## src/hw/rtl/mrt_pkg.sv

```systemverilog
// Shared types, constants and helpers for the MMIO range table.
`default_nettype none

package mrt_pkg;

  localparam int TABLE_DEPTH = 32;
  localparam int IDX_W       = $clog2(TABLE_DEPTH);
  localparam int CNT_W       = $clog2(TABLE_DEPTH + 1);
  localparam int PAGE_BITS   = 12;

  localparam logic [15:0] ALIGN_MASK_RESET = 16'd4095;

  localparam logic REQ_ADD    = 1'b0;
  localparam logic REQ_REMOVE = 1'b1;

  localparam logic [1:0] STATUS_DONE      = 2'd0;
  localparam logic [1:0] STATUS_FULL      = 2'd1;
  localparam logic [1:0] STATUS_BAD_INDEX = 2'd2;

  typedef enum logic [1:0] {
    ST_IDLE,
    ST_EVAL,
    ST_DONE
  } mrt_state_t;

  typedef struct packed {
    logic [63:0] base;
    logic [63:0] length;
    logic [1:0]  flags;
  } mrt_entry_t;

  typedef struct packed {
    logic [63:0] base;
    logic [63:0] end_addr;
  } mrt_probe_t;

  typedef struct packed {
    logic active;
    logic load;
    logic shift;
  } mrt_cell_ctrl_t;

  // Lowest set bit position, zero when none set.
  function automatic logic [IDX_W-1:0] first_hit(input logic [TABLE_DEPTH-1:0] v);
    logic [IDX_W-1:0] idx;
    idx = '0;
    for (int i = TABLE_DEPTH - 1; i >= 0; i--) begin
      if (v[i]) begin
        idx = IDX_W'(i);
      end
    end
    return idx;
  endfunction

endpackage

`default_nettype wire

```

## src/hw/rtl/mrt_cell.sv

```systemverilog
// One table slot: holds a range, checks it against the probe, shifts down on remove.
`default_nettype none

module mrt_cell
  import mrt_pkg::*;
(
  input  logic           clk,
  input  mrt_cell_ctrl_t ctrl,
  input  mrt_probe_t     probe,
  input  mrt_entry_t     new_entry,
  input  mrt_entry_t     neighbor,
  output mrt_entry_t     entry,
  output logic           hit
);

  logic [63:0] limit;

  assign limit = entry.base + entry.length;
  assign hit   = ctrl.active && !(probe.end_addr <= entry.base) && !(probe.base >= limit);

  always_ff @(posedge clk) begin
    if (ctrl.load) begin
      entry <= new_entry;
    end else if (ctrl.shift) begin
      entry <= neighbor;
    end
  end

endmodule

`default_nettype wire

```

## config.mk

```make
export PLATFORM = sky130hd
export DESIGN_NAME = mrt_cell
export DESIGN_NICKNAME = d
export VERILOG_FILES = /design/src/hw/rtl/mrt_pkg.sv /design/src/hw/rtl/mrt_cell.sv
export SDC_FILE = /design/constraint.sdc
export NUM_CORES = 1
export LEC_CHECK = 0
export BUFFER_PORTS_ARGS = -buffer_cell sky130_fd_sc_hd__buf_2
export CAP_MARGIN = 10
export CORE_AREA = 5 5 198 200
export CTS_CLUSTER_DIAMETER = 200
export DETAILED_ROUTE_END_ITERATION = 10
export DIE_AREA = 0 0 203 205
export HOLD_SLACK_MARGIN = 0.15
export PLACE_DENSITY = 0.7
export REMOVE_ABC_BUFFERS = 1
export SLEW_MARGIN = 5
export SYNTH_ARGS = -nofsm -noshare
export SYNTH_HDL_FRONTEND = slang
export SYNTH_SLANG_ARGS = --single-unit
```

## constraint.sdc

```tcl
create_clock -name clk -period 4.6 [get_ports clk]
set_input_delay 0.23 -clock clk [delete_from_list [all_inputs] [get_ports clk]]
set_output_delay 0.23 -clock clk [all_outputs]
set_load 0.05 [all_outputs]
```

After elaboration in Yosys (flattened, before gate mapping)
Cells that the tools add are included.
{ "op_classes": {"n_addsub": 1, "order_cmp": 2, "n_mux": 2, "n_reduce_logical": 5} }
{ "ops": {"columns": ["cell", "count"], "rows": [
  ["130-bit two-way mux", 2],
  ["64-bit adder", 1],
  ["64-bit >= comparator", 1],
  ["64-bit less-or-equal comparator", 1],
  ["1-bit logical AND", 2],
  ["1-bit zero test", 2],
  ["2-bit nonzero test", 1]
]} }
{ "word_totals": {"reg_bits": 130, "out_inout_bits": 131, "word_cells": 13} }

Depth between registers and ports, before layout
{ "logic_depth": {"word_depth": 4, "ltp_mapped": 22} }

Worst setup path after synthesis
OpenSTA, ideal clock, no wires.
{ "synth_timing": {"path_kind": "flip-flop to output port", "from": "register entry[66] (netlist name)", "to": "output hit", "arrival_time_ns": 5.187, "slack_ns": -0.817, "stages_incl_launch_ff": 22, "path_buffers": 0, "cell_sequence": "edfxtp_1 -> ha_1 -> inv_1 -> fa_1 -> nor2b_1 -> o211ai_1 -> a21boi_2 -> o41ai_1 -> o21a_1 -> o2111a_1 -> or4_1 -> and2_4 -> xor2_1 -> ha_1 -> a21o_1 -> a21oi_1 -> nor2_1 -> a211oi_1 -> nor3_1 -> a2111oi_0 -> o2111ai_1 -> a21oi_1"} }
{ "synth_between": {"elab_chain_len": 4, "word_cells_on_any_way": 7} }
{ "synth_lines": {"columns": ["element", "line_no", "source"], "rows": [
  ["start, declared", "mrt_cell.sv:12", "output mrt_entry_t entry,"],
  ["start signal, assigned", "mrt_cell.sv:23", "entry <= new_entry;"],
  ["start signal, assigned", "mrt_cell.sv:25", "entry <= neighbor;"],
  ["64-bit adder / 64-bit less-or-equal comparator (equally long branches)", "mrt_cell.sv:18, mrt_cell.sv:19", null],
  ["64-bit >= comparator / 1-bit zero test (equally long branches)", "mrt_cell.sv:19", "assign hit = ctrl.active && !(probe.end_addr <= entry.base) && !(probe.base >= limit);"],
  ["1-bit zero test / 1-bit logical AND (equally long branches)", "mrt_cell.sv:19", null],
  ["1-bit logical AND (*)", "mrt_cell.sv:19", null],
  ["end, declared", "mrt_cell.sv:13", "output logic hit"]
]} }
Every way passes the cells marked *; elsewhere a longest branch is shown, timed or not.

Final worst setup path
{ "layout_timing": {"from": "register entry[2] (netlist name)", "to": "output hit"} }
{ "layout_between": {"elab_chain_len": 4} }
{ "layout_lines": {"columns": ["element", "line_no", "source"], "rows": [
  ["64-bit adder", "mrt_cell.sv:18", "assign limit = entry.base + entry.length;"],
  ["64-bit >= comparator", "mrt_cell.sv:19", null],
  ["1-bit zero test", "mrt_cell.sv:19", null],
  ["1-bit logical AND", "mrt_cell.sv:19", null]
]} }
No other way between the ends.

==> results.md <==
* Final HPWL DP at 43,180 µm
* Placed Cells incl. Taps at 2,399
* Sequential cell area at 3904 µm²
* Initial core utilization at 32.82%
* Clock slew at reported path FFs at 60 ps
* Vias in the first global route at 14,590
* Commonest cells in the netlist: 191 x ha_1, 130 x edfxtp_1, 130 x mux2_2
* Mean Syn Cell Area at 10.05 µm²
* Prevailing post-synth register cell: edfxtp_1
* Worst setup SP type: register
* Slew HR at 39.49%
* GRT Util Overall at 25.81%
* Tcrit/Tclk final at 116.2%
* Net count, final at 2,793
* Drt wl/cell at 20.87 µm
* DIE HEIGHT at 205 µm
* H-tree depth at 4
* Setup TNS at -747.1 ps
* Final Max Slew Viols at 0
* Non-filler instance count after layout at 2,709
* Antenna-violating nets left at 0
* Post-synth EDFFs at 130
* Gr busiest metal: met2
* Setup WS post-layout at -747.1 ps
* Post-synthesis sequential area ratio at 31.95%
* Fin. Hold Viols at 0
* Core Region at 37,220 µm²
* Num ports at 523
* WS Path Type: register to output port
* Arrival time of the worst setup path at 5120 ps
* RSZ-0062 raised after global routing: yes
* Via count at 14,030
* Pleak at 10.12 nW
* # rows at 71
* Port Buffers at 522
* Iteration-0 DRC Markers at 979
* Min-Delay Path Class: primary input to register
* DR pass1 iterations at 7
* Total gr overflow at 0
* Global-route wire length before repair at 82,840 µm
* Biggest register: entry
* Biggest area consumer among synthesized cells: edfxtp_1
* Critical Path RT at 4370 ps
* Worst Tran Pin Value at 907.7 ps
* Maximum achievable frequency at 187.0 MHz
* Die area at 41,620 µm²
* Vias per std cell at 5.178
* Mapped Area at 12,220 µm²
* Top cell type's share of synthesized area at 31.95%
* Met3 Usage GRT at 5.177%
* Min Tclk post-route at 5347 ps
* Maxcap violations at 0
* Largest net degree at the start of global routing at 75
* Unique masters post-synth at 65
* Max reg flops at 130
* PD cells at 341.4 nW/µm²
* Util after Layout at 55.14%
* Peak supply drop at 0.2698 mV
* Root Buffer: clkbuf_16
* Synth top area cells: edfxtp_1 32%, ha_1 20%, mux2_2 12%
* Outcome: finished with violations
* Gpl congestion at 0.9352
* Met2 usage at 42.48%
* Clk buf depth at 2
* Synth warn at 0
* Clock sink total at 130
* Total wire length at 56,550 µm
* Count leader, synth: ha_1
* Initial antenna violation count at 15
* Filler cells at 3,117
* Kind of end point of the critical path: output port
* Die width at 203 µm
* Post-Synthesis Cells at 1,216
* Met1 GRT Util at 33.43%
* Footprint of the multi-input gates at 8142 µm²
* Layout cell share with drive strength beyond 1 at 44.10%
* Total power at 7.007 mW
* CTS tree: built
* Inserted Clock Buffers at 17
* Regs by FF count: entry (130)
* Flops & latches, synth at 130
* Final setup viols at 1
* Synth-to-layout area growth at 68.01%
* DRC errors left at 0
* Fraction of registers with async set/reset at 0%
* Failing checks: setup timing
* Peak fanout along the critical path at 3
final timing paths:
check                    start   endpoint  slack (ps)  cells past startpoint
setup / recovery      entry[2]        hit        -750                     24
hold / removal    neighbor[18]  entry[18]         170                      2
cell type report:
class                           count  area share (%)
Clock buffer                       19           2.109
Sequential cell                   130           19.02
Antenna cell                       13          0.1585
Tap cell                          474           2.890
Inverter                           93           1.701
Timing Repair Buffer             1010           33.76
Clock inverter                     13          0.6950
Multi-Input combinational cell    957           39.67
through the flow:
step                cell area, µm²  hold slack, ps  worst slack, ps
detailed placement           16980           534.6           -604.4
global route                 20520           156.9           -925.6
CTS                          20200           154.0           -831.7
finish                       20520           166.5           -747.1
floorplan                    12080           449.8           -817.0
global placement             16980           532.4           -426.2
report_power, final:
| group | internal, mW | switching, mW |
|---|---|---|
| Clock | 0.840 | 0.570 |
| Combinational | 1.84 | 2.16 |
| Sequential | 1.46 | 0.127 |
| Total | 4.15 | 2.86 |
metal layers:
layer,vias up,wire length [µm]
li1,6607,-
met1,6641,23680
met2,632,26820
met3,141,3782
met4,6,2217
met5,-,48
critical path, cell delays in order, from the launching register on:
cell and delay, ps:
edfxtp_1 360, ha_2 210, inv_2 40, fa_2 360, nor2b_2 140, o211ai_1 110, buf_4 170, a21boi_4 180
o41ai_2 90, o21a_1 230, o2111a_1 290, buf_4 140, or4_4 420, and2_4 160, xor2_1 140, ha_1 310
a21o_1 170, a21oi_2 130, nor2_1 70, a211oi_2 140, nor3_1 80, a2111oi_2 210, o2111ai_1 190, a21oi_2 160
buf_6 180
cell families after synthesis:
group,synth area share [%]
AOI/OAI and AO/OA,18.40
xor gates and xnor gates,4.015
adders and majority gates,19.73
buffers and inverters,3.984
DFF,31.95
muxes,12.15
and+or+nand+nor,9.771
timing repair:
action                                 in CTS  in global routing
buffers inserted                            5                  9
pin swaps                                  21                 20
setup endpoints to repair                   1                  1
endpoints found under the hold margin     129                  0
hold buffers                              251                  0
gates resized for setup                    22                 42
cell usage in the layout, fill, tap and decap left out, types with 6 or more instances in the layout:
cell | Yosys | routed
a31oi_1 | 7 | 6
xnor2_1 | 29 | 28
o21a_1 | 6 | 6
nand2b_1 | 7 | 7
mux2_2 | 130 | 130
nor2b_1 | 7 | 6
o21bai_1 | 14 | 14
o21ai_1 | 7 | 8
nand3_1 | 17 | 17
a211oi_2 | 2 | 6
a221o_1 | 6 | 6
and2_1 | 6 | 6
o21ai_0 | 41 | 38
edfxtp_1 | 130 | 130
buf_2 | 2 | 520
ha_4 | 0 | 6
ha_1 | 191 | 181
a21oi_1 | 107 | 98
nand4_1 | 39 | 39
o2111ai_1 | 6 | 6
clkbuf_16 | 0 | 17
a21o_1 | 96 | 96
and3_1 | 10 | 10
buf_4 | 0 | 236
diode_2 | 0 | 13
inv_1 | 93 | 92
a21oi_2 | 0 | 9
xor2_1 | 27 | 27
o211ai_1 | 6 | 6
nor2_1 | 49 | 49
dlygate4sd3_1 | 0 | 251
nand2_1 | 58 | 57
nor3_1 | 17 | 13
Note: power is estimated with default switching activity, not from simulation.
